File: config.mk
export PLATFORM = sky130hd
export DESIGN_NAME = depth16_to_yuv_pixel_encoder_flat
export DESIGN_NICKNAME = d
export VERILOG_FILES = /design/src/rtl/dyuv_pkg.sv /design/src/rtl/dyuv_ifs.sv /design/src/rtl/depth16_to_yuv_pixel_encoder.sv /design/src/rtl/dyuv_front.sv /design/src/rtl/dyuv_queue.sv /design/src/rtl/dyuv_back.sv /design/src/flat_wrapper.sv
export SDC_FILE = /design/constraint.sdc
export NUM_CORES = 2
export LEC_CHECK = 0
export BUFFER_PORTS_ARGS = -buffer_cell sky130_fd_sc_hd__buf_2
export CORE_MARGIN = 5
export CORE_UTILIZATION = 47
export DETAILED_ROUTE_END_ITERATION = 8
export PLACE_DENSITY = 0.61
export SLEW_MARGIN = 20
export SYNTH_ARGS = -nofsm -noshare
export SYNTH_HDL_FRONTEND = slang
export SYNTH_SLANG_ARGS = --single-unit
File: constraint.sdc
create_clock -name clk -period 8.67 [get_ports clk]
set_input_delay 0.4335 -clock clk [delete_from_list [all_inputs] [get_ports clk]]
set_output_delay 0.4335 -clock clk [all_outputs]
set_load 0.1 [all_outputs]
File: src/rtl/dyuv_pkg.sv
// shared constants, types and the chroma level table of the depth to yuv encoder
package dyuv_pkg;

  localparam int DEPTH_W       = 16;
  localparam int CFG_W         = 16;
  localparam int GEOM_CFG_W    = 13;
  localparam int LUMA_ADDR_W   = 24;
  localparam int CHROMA_ADDR_W = 25;
  localparam int BYTE_W        = 8;
  localparam int LEVEL_W       = 3;
  localparam int LEVEL_TOP     = 4;
  localparam int LEVEL_SHIFT   = 2;
  localparam int NUM_W         = DEPTH_W + LEVEL_SHIFT;
  localparam int REM_W         = DEPTH_W + BYTE_W;

  localparam logic [GEOM_CFG_W-1:0] FRAME_WIDTH_RST  = GEOM_CFG_W'(640);
  localparam logic [GEOM_CFG_W-1:0] FRAME_HEIGHT_RST = GEOM_CFG_W'(576);
  localparam logic [DEPTH_W-1:0]    DEPTH_LOW_RST    = '0;
  localparam logic [DEPTH_W-1:0]    DEPTH_HIGH_RST   = '1;

  typedef enum logic [1:0] {
    CFG_FRAME_WIDTH,
    CFG_FRAME_HEIGHT,
    CFG_DEPTH_LOW,
    CFG_DEPTH_HIGH
  } cfg_index_t;

  typedef struct packed {
    logic               last;
    logic               need_div;
    logic [LEVEL_W-1:0] level;
    logic [NUM_W-1:0]   num;
    logic [DEPTH_W-1:0] den;
  } dyuv_pix_t;

  function automatic logic [BYTE_W-1:0] level_byte(input logic [LEVEL_W-1:0] idx);
    logic [BYTE_W-1:0] b;
    unique case (idx)
      3'd0:    b = 8'd0;
      3'd1:    b = 8'd64;
      3'd2:    b = 8'd128;
      3'd3:    b = 8'd196;
      3'd4:    b = 8'd255;
      default: b = 8'd0;
    endcase
    return b;
  endfunction

endpackage

File: src/rtl/dyuv_ifs.sv
// pixel and result stream interfaces of the depth to yuv encoder
interface dyuv_in_if import dyuv_pkg::*; ();
  logic               valid;
  logic               ready;
  logic [DEPTH_W-1:0] depth_sample;
  logic               frame_start;

  modport source(output valid, depth_sample, frame_start, input ready);
  modport sink(input valid, depth_sample, frame_start, output ready);
endinterface

interface dyuv_out_if import dyuv_pkg::*; ();
  logic                     valid;
  logic                     ready;
  logic                     write_valid;
  logic [LUMA_ADDR_W-1:0]   luma_address;
  logic [BYTE_W-1:0]        luma_value;
  logic [CHROMA_ADDR_W-1:0] u_address;
  logic [CHROMA_ADDR_W-1:0] v_address;
  logic [BYTE_W-1:0]        u_value;
  logic [BYTE_W-1:0]        v_value;
  logic                     frame_end;

  modport source(output valid, write_valid, luma_address, luma_value, u_address,
                 v_address, u_value, v_value, frame_end, input ready);
  modport sink(input valid, write_valid, luma_address, luma_value, u_address,
               v_address, u_value, v_value, frame_end, output ready);
endinterface

File: src/rtl/depth16_to_yuv_pixel_encoder.sv
// top level of the depth to yuv pixel encoder
//
// in_pix carries one 16-bit depth pixel per transaction, with frame_start marking
// column 0, row 0. out_pix carries one result per pixel: luma and chroma bytes,
// their buffer addresses, a write flag and a frame end flag. Both channels move a
// transaction on a clock edge with valid and ready high.
// cfg_we, cfg_index and cfg_data write frame width, frame height, depth low and
// depth high, one register per cycle. The user must write them only while no
// pixel is in flight; the block itself does not enforce it.
// The front end takes a pixel and places it in a two-entry queue in the same
// cycle; the back end then forms the four address products on one shared
// multiplier and, for a pixel inside the depth range, runs the 10-step
// restoring divider for the level and luma bits, which a pixel on a clamp or
// step skips. The result is then registered for out_pix.
// Synchronous reset loads the default geometry 640 x 576 and depth range 0 to
// 65535, clears the raster counters and empties the queue and result register.
// When out_pix stalls, the result waits in its register, the back end holds,
// and the front end keeps accepting pixels until the queue is full.
module depth16_to_yuv_pixel_encoder import dyuv_pkg::*; #(
  parameter int MAX_WIDTH  = 4096,
  parameter int MAX_HEIGHT = 4096
) (
  input  logic             clk,
  input  logic             rst_n,
  dyuv_in_if.sink          in_pix,
  dyuv_out_if.source       out_pix,
  input  logic             cfg_we,
  input  cfg_index_t       cfg_index,
  input  logic [CFG_W-1:0] cfg_data
);

  localparam int WW = $clog2(MAX_WIDTH + 1);
  localparam int HW = $clog2(MAX_HEIGHT + 1);
  localparam int CW = $clog2(MAX_WIDTH);
  localparam int RW = (MAX_HEIGHT > 1) ? $clog2(MAX_HEIGHT) : 1;
  localparam int JW = RW + CW + $bits(dyuv_pix_t);

  logic          q_push, q_full, q_pop, q_empty;
  logic [JW-1:0] q_wdata, q_rdata;
  logic [WW-1:0] frame_w;
  logic [HW-1:0] frame_h;

  dyuv_front #(
    .MAX_WIDTH (MAX_WIDTH),
    .MAX_HEIGHT(MAX_HEIGHT)
  ) u_front (
    .clk      (clk),
    .rst_n    (rst_n),
    .in_pix   (in_pix),
    .cfg_we   (cfg_we),
    .cfg_index(cfg_index),
    .cfg_data (cfg_data),
    .q_push   (q_push),
    .q_data   (q_wdata),
    .q_full   (q_full),
    .frame_w  (frame_w),
    .frame_h  (frame_h)
  );

  dyuv_queue #(
    .DW(JW)
  ) u_queue (
    .clk      (clk),
    .rst_n    (rst_n),
    .push     (q_push),
    .push_data(q_wdata),
    .full     (q_full),
    .pop      (q_pop),
    .pop_data (q_rdata),
    .empty    (q_empty)
  );

  dyuv_back #(
    .MAX_WIDTH (MAX_WIDTH),
    .MAX_HEIGHT(MAX_HEIGHT)
  ) u_back (
    .clk    (clk),
    .rst_n  (rst_n),
    .frame_w(frame_w),
    .frame_h(frame_h),
    .q_empty(q_empty),
    .q_pop  (q_pop),
    .q_data (q_rdata),
    .out_pix(out_pix)
  );

endmodule

File: src/rtl/dyuv_front.sv
// front end: config registers, raster counters and depth classification
module dyuv_front import dyuv_pkg::*; #(
  parameter int MAX_WIDTH  = 4096,
  parameter int MAX_HEIGHT = 4096,
  localparam int WW = $clog2(MAX_WIDTH + 1),
  localparam int HW = $clog2(MAX_HEIGHT + 1),
  localparam int CW = $clog2(MAX_WIDTH),
  localparam int RW = (MAX_HEIGHT > 1) ? $clog2(MAX_HEIGHT) : 1,
  localparam int JW = RW + CW + $bits(dyuv_pix_t)
) (
  input  logic             clk,
  input  logic             rst_n,
  dyuv_in_if.sink          in_pix,
  input  logic             cfg_we,
  input  cfg_index_t       cfg_index,
  input  logic [CFG_W-1:0] cfg_data,
  output logic             q_push,
  output logic [JW-1:0]    q_data,
  input  logic             q_full,
  output logic [WW-1:0]    frame_w,
  output logic [HW-1:0]    frame_h
);

  logic [GEOM_CFG_W-1:0] fw_r, fh_r;
  logic [DEPTH_W-1:0]    dlow_r, dhigh_r;
  logic [CW-1:0]         col_r, col_nxt;
  logic [RW-1:0]         row_r, row_nxt;

  logic [WW-1:0]      w, c0, c1, cn;
  logic [HW-1:0]      h, r0, r1, r2, rn;
  logic [DEPTH_W-1:0] d, diff;
  dyuv_pix_t          pix;

  // geometry clamp
  always_comb begin
    if (fw_r < GEOM_CFG_W'(2)) begin
      w = WW'(2);
    end else if ({1'b0, fw_r} > (GEOM_CFG_W + 1)'(MAX_WIDTH)) begin
      w = WW'(MAX_WIDTH);
    end else begin
      w = WW'(fw_r);
    end
    if (fh_r < GEOM_CFG_W'(1)) begin
      h = HW'(1);
    end else if ({1'b0, fh_r} > (GEOM_CFG_W + 1)'(MAX_HEIGHT)) begin
      h = HW'(MAX_HEIGHT);
    end else begin
      h = HW'(fh_r);
    end
  end

  assign frame_w = w;
  assign frame_h = h;

  // raster position with folding of stale counters
  always_comb begin
    c0 = in_pix.frame_start ? '0 : WW'(col_r);
    r0 = in_pix.frame_start ? '0 : HW'(row_r);
    c1 = c0;
    r1 = r0;
    if (c0 >= w) begin
      c1 = '0;
      r1 = r0 + 1'b1;
    end
    r2 = (r1 >= h) ? '0 : r1;
    cn = c1 + 1'b1;
    rn = r2;
    col_nxt = CW'(cn);
    if (cn >= w) begin
      col_nxt = '0;
      rn = r2 + 1'b1;
      if (rn >= h) begin
        rn = '0;
      end
    end
    row_nxt = RW'(rn);
  end

  // depth classification
  always_comb begin
    d = in_pix.depth_sample;
    diff = d - dlow_r;
    pix.last     = (c1 == w - 1'b1) && (r2 == h - 1'b1);
    pix.need_div = 1'b0;
    pix.level    = '0;
    pix.num      = NUM_W'(diff) << LEVEL_SHIFT;
    pix.den      = dhigh_r - dlow_r;
    if (dhigh_r <= dlow_r) begin
      pix.level = (d < dlow_r) ? '0 : LEVEL_W'(LEVEL_TOP);
    end else if (d <= dlow_r) begin
      pix.level = '0;
    end else if (d >= dhigh_r) begin
      pix.level = LEVEL_W'(LEVEL_TOP);
    end else begin
      pix.need_div = 1'b1;
    end
  end

  assign in_pix.ready = !q_full;
  assign q_push       = in_pix.valid && !q_full;
  assign q_data       = {RW'(r2), CW'(c1), pix};

  always_ff @(posedge clk) begin
    if (!rst_n) begin
      fw_r    <= FRAME_WIDTH_RST;
      fh_r    <= FRAME_HEIGHT_RST;
      dlow_r  <= DEPTH_LOW_RST;
      dhigh_r <= DEPTH_HIGH_RST;
      col_r   <= '0;
      row_r   <= '0;
    end else begin
      if (cfg_we) begin
        unique case (cfg_index)
          CFG_FRAME_WIDTH:  fw_r    <= cfg_data[GEOM_CFG_W-1:0];
          CFG_FRAME_HEIGHT: fh_r    <= cfg_data[GEOM_CFG_W-1:0];
          CFG_DEPTH_LOW:    dlow_r  <= cfg_data[DEPTH_W-1:0];
          CFG_DEPTH_HIGH:   dhigh_r <= cfg_data[DEPTH_W-1:0];
        endcase
      end
      if (q_push) begin
        col_r <= col_nxt;
        row_r <= row_nxt;
      end
    end
  end

endmodule

File: src/rtl/dyuv_queue.sv
// two-entry queue between front and back end
module dyuv_queue #(
  parameter int DW = 8
) (
  input  logic          clk,
  input  logic          rst_n,
  input  logic          push,
  input  logic [DW-1:0] push_data,
  output logic          full,
  input  logic          pop,
  output logic [DW-1:0] pop_data,
  output logic          empty
);

  localparam int DEPTH = 2;
  localparam int PW    = $clog2(DEPTH);
  localparam int NW    = $clog2(DEPTH + 1);

  logic [DW-1:0] mem_r [DEPTH];
  logic [PW-1:0] wr_r, rd_r;
  logic [NW-1:0] cnt_r;

  assign full     = (cnt_r == NW'(DEPTH));
  assign empty    = (cnt_r == '0);
  assign pop_data = mem_r[rd_r];

  always_ff @(posedge clk) begin
    if (push) begin
      mem_r[wr_r] <= push_data;
    end
  end

  always_ff @(posedge clk) begin
    if (!rst_n) begin
      wr_r  <= '0;
      rd_r  <= '0;
      cnt_r <= '0;
    end else begin
      if (push) begin
        wr_r <= wr_r + 1'b1;
      end
      if (pop) begin
        rd_r <= rd_r + 1'b1;
      end
      if (push && !pop) begin
        cnt_r <= cnt_r + 1'b1;
      end else if (pop && !push) begin
        cnt_r <= cnt_r - 1'b1;
      end
    end
  end

endmodule

File: src/rtl/dyuv_back.sv
// back end: address sequencer on a shared multiplier, bit-serial divider, result register
module dyuv_back import dyuv_pkg::*; #(
  parameter int MAX_WIDTH  = 4096,
  parameter int MAX_HEIGHT = 4096,
  localparam int WW = $clog2(MAX_WIDTH + 1),
  localparam int HW = $clog2(MAX_HEIGHT + 1),
  localparam int CW = $clog2(MAX_WIDTH),
  localparam int RW = (MAX_HEIGHT > 1) ? $clog2(MAX_HEIGHT) : 1,
  localparam int PW = $bits(dyuv_pix_t),
  localparam int JW = RW + CW + PW
) (
  input  logic          clk,
  input  logic          rst_n,
  input  logic [WW-1:0] frame_w,
  input  logic [HW-1:0] frame_h,
  input  logic          q_empty,
  output logic          q_pop,
  input  logic [JW-1:0] q_data,
  dyuv_out_if.source    out_pix
);

  localparam int AW = WW + HW;
  localparam int XW = AW + 1;

  typedef enum logic [2:0] {
    S_IDLE, S_MUL, S_ADD1, S_ADD2, S_DIVA, S_SCALE, S_DIVB, S_OUT
  } state_t;

  state_t             state_r;
  logic [2:0]         step_r;
  dyuv_pix_t          pix_r;
  logic [CW-1:0]      col_r;
  logic [RW-1:0]      row_r;
  logic [AW-1:0]      lsize_r, csize_r, rbase_r, cbase_r;
  logic [XW-1:0]      laddr_r, cidx_r, yuv_r, u_r, v_r;
  logic [REM_W-1:0]   rem_r, dsh_r;
  logic [LEVEL_W-1:0] level_r;
  logic [BYTE_W-1:0]  q_r;

  logic                     out_valid_r, wv_r, fe_r;
  logic [LUMA_ADDR_W-1:0]   oladdr_r;
  logic [CHROMA_ADDR_W-1:0] ouaddr_r, ovaddr_r;
  logic [BYTE_W-1:0]        oluma_r, ou_r, ov_r;

  dyuv_pix_t     job_pix;
  logic [CW-1:0] job_col;
  logic [RW-1:0] job_row;
  logic [WW-1:0] mul_a;
  logic [HW-1:0] mul_b;
  logic [AW-1:0] prod;
  logic          ge, wvalid;

  assign job_pix = dyuv_pix_t'(q_data[PW-1:0]);
  assign job_col = q_data[PW+CW-1:PW];
  assign job_row = q_data[JW-1:PW+CW];
  assign q_pop   = (state_r == S_IDLE) && !q_empty;

  // shared multiplier operand select
  always_comb begin
    unique case (step_r[1:0])
      2'd3: begin
        mul_a = frame_w;
        mul_b = frame_h;
      end
      2'd2: begin
        mul_a = frame_w >> 1;
        mul_b = frame_h >> 1;
      end
      2'd1: begin
        mul_a = frame_w;
        mul_b = HW'(row_r);
      end
      default: begin
        mul_a = frame_w;
        mul_b = HW'(row_r >> 2);
      end
    endcase
    prod = AW'(mul_a) * AW'(mul_b);
  end

  assign ge     = (rem_r >= dsh_r);
  assign wvalid = (u_r < yuv_r) && (v_r < yuv_r);

  always_ff @(posedge clk) begin
    if (!rst_n) begin
      state_r     <= S_IDLE;
      step_r      <= '0;
      out_valid_r <= 1'b0;
    end else begin
      if (state_r == S_OUT && (!out_valid_r || out_pix.ready)) begin
        out_valid_r <= 1'b1;
      end else if (out_valid_r && out_pix.ready) begin
        out_valid_r <= 1'b0;
      end
      unique case (state_r)
        S_IDLE: begin
          if (!q_empty) begin
            pix_r   <= job_pix;
            col_r   <= job_col;
            row_r   <= job_row;
            level_r <= job_pix.level;
            q_r     <= '0;
            rem_r   <= REM_W'(job_pix.num);
            dsh_r   <= REM_W'(job_pix.den) << (LEVEL_SHIFT - 1);
            step_r  <= 3'd3;
            state_r <= S_MUL;
          end
        end
        S_MUL: begin
          unique case (step_r[1:0])
            2'd3:    lsize_r <= prod;
            2'd2:    csize_r <= prod;
            2'd1:    rbase_r <= prod;
            default: cbase_r <= prod;
          endcase
          step_r <= step_r - 1'b1;
          if (step_r == '0) begin
            state_r <= S_ADD1;
          end
        end
        S_ADD1: begin
          laddr_r <= XW'(rbase_r) + XW'(col_r);
          cidx_r  <= XW'(col_r >> 1) + XW'(cbase_r)
                   + (row_r[1] ? XW'(frame_w >> 1) : '0);
          yuv_r   <= XW'(lsize_r) + (XW'(csize_r) << 1);
          state_r <= S_ADD2;
        end
        S_ADD2: begin
          u_r     <= XW'(lsize_r) + cidx_r;
          v_r     <= XW'(lsize_r) + XW'(csize_r) + cidx_r;
          step_r  <= 3'(LEVEL_SHIFT - 1);
          state_r <= pix_r.need_div ? S_DIVA : S_OUT;
        end
        S_DIVA: begin
          if (ge) begin
            rem_r <= rem_r - dsh_r;
          end
          level_r <= {level_r[LEVEL_W-2:0], ge};
          dsh_r   <= dsh_r >> 1;
          step_r  <= step_r - 1'b1;
          if (step_r == '0) begin
            state_r <= S_SCALE;
          end
        end
        S_SCALE: begin
          rem_r   <= (rem_r << BYTE_W) - rem_r;
          dsh_r   <= REM_W'(pix_r.den) << (BYTE_W - 1);
          step_r  <= 3'(BYTE_W - 1);
          state_r <= S_DIVB;
        end
        S_DIVB: begin
          if (ge) begin
            rem_r <= rem_r - dsh_r;
          end
          q_r    <= {q_r[BYTE_W-2:0], ge};
          dsh_r  <= dsh_r >> 1;
          step_r <= step_r - 1'b1;
          if (step_r == '0) begin
            state_r <= S_OUT;
          end
        end
        S_OUT: begin
          if (!out_valid_r || out_pix.ready) begin
            wv_r        <= wvalid;
            oladdr_r    <= LUMA_ADDR_W'(laddr_r);
            ouaddr_r    <= CHROMA_ADDR_W'(u_r);
            ovaddr_r    <= CHROMA_ADDR_W'(v_r);
            oluma_r     <= wvalid ? q_r : '0;
            ou_r        <= wvalid ? level_byte(level_r) : '0;
            ov_r        <= wvalid ? level_byte(level_r) : '0;
            fe_r        <= pix_r.last;
            state_r     <= S_IDLE;
          end
        end
      endcase
    end
  end

  assign out_pix.valid        = out_valid_r;
  assign out_pix.write_valid  = wv_r;
  assign out_pix.luma_address = oladdr_r;
  assign out_pix.luma_value   = oluma_r;
  assign out_pix.u_address    = ouaddr_r;
  assign out_pix.v_address    = ovaddr_r;
  assign out_pix.u_value      = ou_r;
  assign out_pix.v_value      = ov_r;
  assign out_pix.frame_end    = fe_r;

endmodule

File: src/flat_wrapper.sv
// flat-port wrapper written by rule: the top's interface ports become plain ports
module depth16_to_yuv_pixel_encoder_flat import dyuv_pkg::*;
#(
  parameter int MAX_WIDTH  = 4096,
  parameter int MAX_HEIGHT = 4096
)
  (clk, rst_n, cfg_we, cfg_index, cfg_data, in_pix_valid, in_pix_depth_sample, in_pix_frame_start, in_pix_ready, out_pix_valid, out_pix_write_valid, out_pix_luma_address, out_pix_luma_value, out_pix_u_address, out_pix_v_address, out_pix_u_value, out_pix_v_value, out_pix_frame_end, out_pix_ready);
  dyuv_in_if in_pix_i ();
  dyuv_out_if out_pix_i ();
  input  logic clk;
  input  logic rst_n;
  input  logic cfg_we;
  input  cfg_index_t cfg_index;
  input  logic [CFG_W-1:0] cfg_data;
  input wire logic [$bits(in_pix_i.valid)-1:0] in_pix_valid;
  input wire logic [$bits(in_pix_i.depth_sample)-1:0] in_pix_depth_sample;
  input wire logic [$bits(in_pix_i.frame_start)-1:0] in_pix_frame_start;
  output wire logic [$bits(in_pix_i.ready)-1:0] in_pix_ready;
  output wire logic [$bits(out_pix_i.valid)-1:0] out_pix_valid;
  output wire logic [$bits(out_pix_i.write_valid)-1:0] out_pix_write_valid;
  output wire logic [$bits(out_pix_i.luma_address)-1:0] out_pix_luma_address;
  output wire logic [$bits(out_pix_i.luma_value)-1:0] out_pix_luma_value;
  output wire logic [$bits(out_pix_i.u_address)-1:0] out_pix_u_address;
  output wire logic [$bits(out_pix_i.v_address)-1:0] out_pix_v_address;
  output wire logic [$bits(out_pix_i.u_value)-1:0] out_pix_u_value;
  output wire logic [$bits(out_pix_i.v_value)-1:0] out_pix_v_value;
  output wire logic [$bits(out_pix_i.frame_end)-1:0] out_pix_frame_end;
  input wire logic [$bits(out_pix_i.ready)-1:0] out_pix_ready;
  assign in_pix_i.valid = in_pix_valid;
  assign in_pix_i.depth_sample = in_pix_depth_sample;
  assign in_pix_i.frame_start = in_pix_frame_start;
  assign in_pix_ready = in_pix_i.ready;
  assign out_pix_valid = out_pix_i.valid;
  assign out_pix_write_valid = out_pix_i.write_valid;
  assign out_pix_luma_address = out_pix_i.luma_address;
  assign out_pix_luma_value = out_pix_i.luma_value;
  assign out_pix_u_address = out_pix_i.u_address;
  assign out_pix_v_address = out_pix_i.v_address;
  assign out_pix_u_value = out_pix_i.u_value;
  assign out_pix_v_value = out_pix_i.v_value;
  assign out_pix_frame_end = out_pix_i.frame_end;
  assign out_pix_i.ready = out_pix_ready;
  depth16_to_yuv_pixel_encoder #(.MAX_WIDTH(MAX_WIDTH), .MAX_HEIGHT(MAX_HEIGHT)) u_core (.clk(clk), .rst_n(rst_n), .in_pix(in_pix_i), .out_pix(out_pix_i), .cfg_we(cfg_we), .cfg_index(cfg_index), .cfg_data(cfg_data));
endmodule
==> results.py <==
metrics = {
    "outcome": {
        "status": "completed",
    },
    "synthesis": {
        "syn_area_per_cell_um2": 10.7,
        "synth_cell_types": 95,
        "synthesis.instances": 3869,
        "synth_edf_count": 540,
        "yosysSeqAreaShare_pct": 43.9,
        "yosysTopAreaCell": "edfxtp_1",
        "postSynth.asyncResetShare_pct": 0,
        "synth_ff_type": "edfxtp_1",
        "synth.area.top_cells": "edfxtp_1, ha_1, fa_1",
        "syn_nets": 4447,
        "yosys_warnings": 0,
        "synthesis.area_um2": 41300,
        "ys_ff_latch": 634,
        "synth_top_area_share_pct": 39.3,
    },
    "timing": {
        "grt_setup_unrepaired": "no",
        "fmax_mhz": 122,
        "slew_headroom_pct": 27.3,
        "hold_viol_final": 0,
        "fin_setup_tns_ps": 0,
        "setup_viol": 0,
        "drv_slew": 0,
        "period_share_pct": 94.3,
        "tightest_slew_ps": 1090,
        "min_period_ps": 8170,
        "finalClockSkew_ps": 31.5,
    },
    "clock_tree": {
        "clkTransAtPathRegs_ps": 60,
        "clk_root_buffer_cell": "clkbuf_16",
        "clock_latency_ps": 610,
        "cts.sinks": 634,
        "cts_tree": "built",
        "cts_buffers": 71,
        "htree_levels": 3,
        "clk_path_buf_depth": 3,
    },
    "critical_path": {
        "max_stage_delay_ps": 450,
        "reg2reg_from": "u_core.u_front.fw_r[3]",
        "r2r_cells": 33,
        "crit_arrival_ps": 8710,
        "startpoint": "u_core.u_front.fw_r[3]",
        "cp-end-kind": "flop",
        "worst-path-max-fanout": 11,
        "worst_setup_path_start_kind": "flop",
        "crit_type": "reg2reg",
        "crit_path_top_delay_cell": "nor4_4",
        "worstPathRequired_ps": 9210,
    },
    "pwr": {
        "p_int_uw": 8570,
        "switchingPower_uw": 5600,
        "power_frac_comb_pct": 46.0,
        "p_leak_uw": 0.0187,
        "vdd_drop_max_uv": 299,
        "seq_power_share_pct": 33.4,
        "powerDensity_nw_per_um2": 311,
        "netSwitchingFraction_pct": 39.5,
        "clock_power_share_pct": 20.6,
    },
    "drt": {
        "top_layer": "met4",
        "drt_iter0_drc": 2145,
        "final_antenna_net_count": 0,
        "first_pass_iters": 7,
        "viasPerCell": 5.50,
        "dr_wl_met3_um": 5970,
        "drcViolationCount": 0,
        "wl_met2_um": 43700,
        "routed_wl_um": 100000,
        "wl_per_cell_um": 19.2,
        "vias": 28777,
        "drt-met1-wl_um": 48100,
    },
    "finish": {
        "nets": 4598,
        "fillers": 7685,
        "area_delta_synth_final_pct": 10.6,
        "ff_latch_area_um2": 18100,
        "multi_input_area_um2": 21400,
        "drive_gt1_share_pct": 9.77,
        "fin_cells": 5229,
    },
    "floorplan": {
        "die_w_um": 306,
        "ios": 142,
        "start_util_pct": 47.4,
        "coreArea_um2": 87000,
        "die_area_um2": 93800,
        "fp.dieH_um": 306,
        "rows": 108,
    },
    "global_route": {
        "grt_overflow": 0,
        "track_usage_pct": 21.2,
        "grt_pass1_vias": 28104,
        "antenna_found_initial": 2,
        "grt_max_degree": 79,
        "grt_pass1_wl_um": 158000,
    },
    "hold_path": {
        "hold_class": "in2reg",
        "holdPathStages": 3,
        "min_from": "cfg_data[15]",
    },
    "place": {
        "place.port_buffers": 141,
        "finalWeightedCongestion": 0.904,
        "dp.cells": 5102,
        "hpwl_um": 77100,
    },
    "job": {
        "maxCapViolations": 0,
    },
}
==> power groups by stage <==
stage	Sequential, µW	Combinational [µW]	Clock [µW]
final	4740	6520	2910
after global routing	4780	7330	3120
after CTS	4730	6550	2980
after detailed placement	4800	6480	0
after global placement	4780	6400	0
after floorplan	4690	4740	0
==> worst max-delay path: cells and delay by family, from the launching register on <==
family | cells | cell delay, ps
AOI/OAI and AO/OA | 14 | 3050
xor gates and xnor gates | 1 | 160
and+or+nand+nor | 11 | 3090
muxes | 1 | 280
buffers and inverters | 3 | 420
adders and majority gates | 3 | 740
DFF | 1 | 380
==> final cells by class <==
cell class	count	share of cell area, %
Multi-Input combinational cell	2756	46.9
Clock buffer	89	4.06
Timing Repair Buffer	194	2.42
Clock inverter	37	0.804
Sequential cell	634	39.7
Inverter	363	2.99
Tap cell	1155	3.17
Antenna cell	1	0.00549
==> logic make-up (layout without fill, tap and decap cells) <==
logic type / count (synthesis) / in the layout / share of synthesized area, %
buffers and inverters: 479 / 683 / 4.52
other: 0 / 1 / 0
AO/OA/AOI/OAI: 761 / 761 / 12.1
flip-flops: 634 / 634 / 43.9
multiplexers: 71 / 71 / 1.86
adder cells (fa/ha/maj): 539 / 539 / 19.4
AND/OR/NAND/NOR: 1152 / 1152 / 13.4
XOR/XNOR: 233 / 233 / 4.96
==> per-stage QoR <==
stage	setup WS, ps	utilization [%]	cell area [µm²]	hold WS (ps)	total power, µW
global route	25.6	52.4	45600	65.0	15200
detailed placement	600	49.9	43400	406	11300
finish	498	52.4	45600	65.2	14200
floorplan	1120	-	41300	400	9430
CTS	549	52.4	45600	37.5	14300
global placement	762	49.9	43400	402	11200
==> routing by layer <==
layer	vias to the layer above	global-route usage, %
met3	143	2.95
met5	-	0
met2	781	32.8
li1	14058	-
met4	0	5.35
met1	13795	31.6
==> cells in the mapped netlist (all sizes together), types with 58 or more instances <==
cell and number:
edfxtp 540, ha 372, nand2 365, inv 363, nor2 286, a21oi 220, fa 166, o21ai 157
xnor2 148, dfxtp 94, clkbuf 90, nor3 87, xor2 85, nor2b 81, a21o 74, nand3 72
nand2b 58
==> what timing repair did <==
item | CTS | global route
hold buffers | 0 | 0
setup buffers | 0 | 0
setup endpoints to repair | 0 | 3
resized for setup | 0 | 1
==> registers in the layout (all words and copies together), names as in the netlist, 25 cells and up, named ones only <==
signal,count
u_core.u_queue.mem_r,118
u_core.u_back.cbase_r,26
u_core.u_back.out_pix.v_address,25
u_core.u_back.v_r,27
u_core.u_back.cidx_r,27
u_core.u_back.out_pix.u_address,25
u_core.u_back.csize_r,26
u_core.u_back.yuv_r,27
u_core.u_back.u_r,27
u_core.u_back.lsize_r,26
==> path summary, 6_finish.rpt <==
kind                                            endpoint  slack, ps
setup reg to reg                 u_core.u_front.row_r[9]        500
hold / removal                u_core.u_front.dhigh_r[15]         70
hold reg to reg   u_core.u_back.out_pix.luma_address[18]        420
setup / recovery                 u_core.u_front.row_r[9]        500
==> layout by cell type (no fill, tap or decap), types with 21 or more instances in the layout <==
cell type / Yosys / layout
inv_1: 363 / 362
ha_1: 372 / 372
nand3_1: 71 / 71
nand2_1: 365 / 365
nand2b_1: 58 / 58
o21ai_0: 146 / 145
dfxtp_1: 94 / 93
and2_1: 46 / 46
mux2i_1: 25 / 25
a21oi_1: 219 / 218
o211ai_1: 31 / 31
buf_4: 13 / 53
mux2_2: 45 / 45
fa_1: 166 / 166
a21o_1: 74 / 74
nor3_1: 85 / 84
o21a_1: 44 / 44
nand4_1: 38 / 38
a221oi_1: 21 / 21
xnor2_1: 147 / 147
buf_2: 4 / 141
a22oi_1: 23 / 23
and3_1: 34 / 32
nor2_1: 282 / 274
edfxtp_1: 540 / 540
xor2_1: 85 / 85
clkbuf_16: 0 / 71
nor2b_1: 81 / 81
Note: power is estimated with default switching activity, not from simulation.
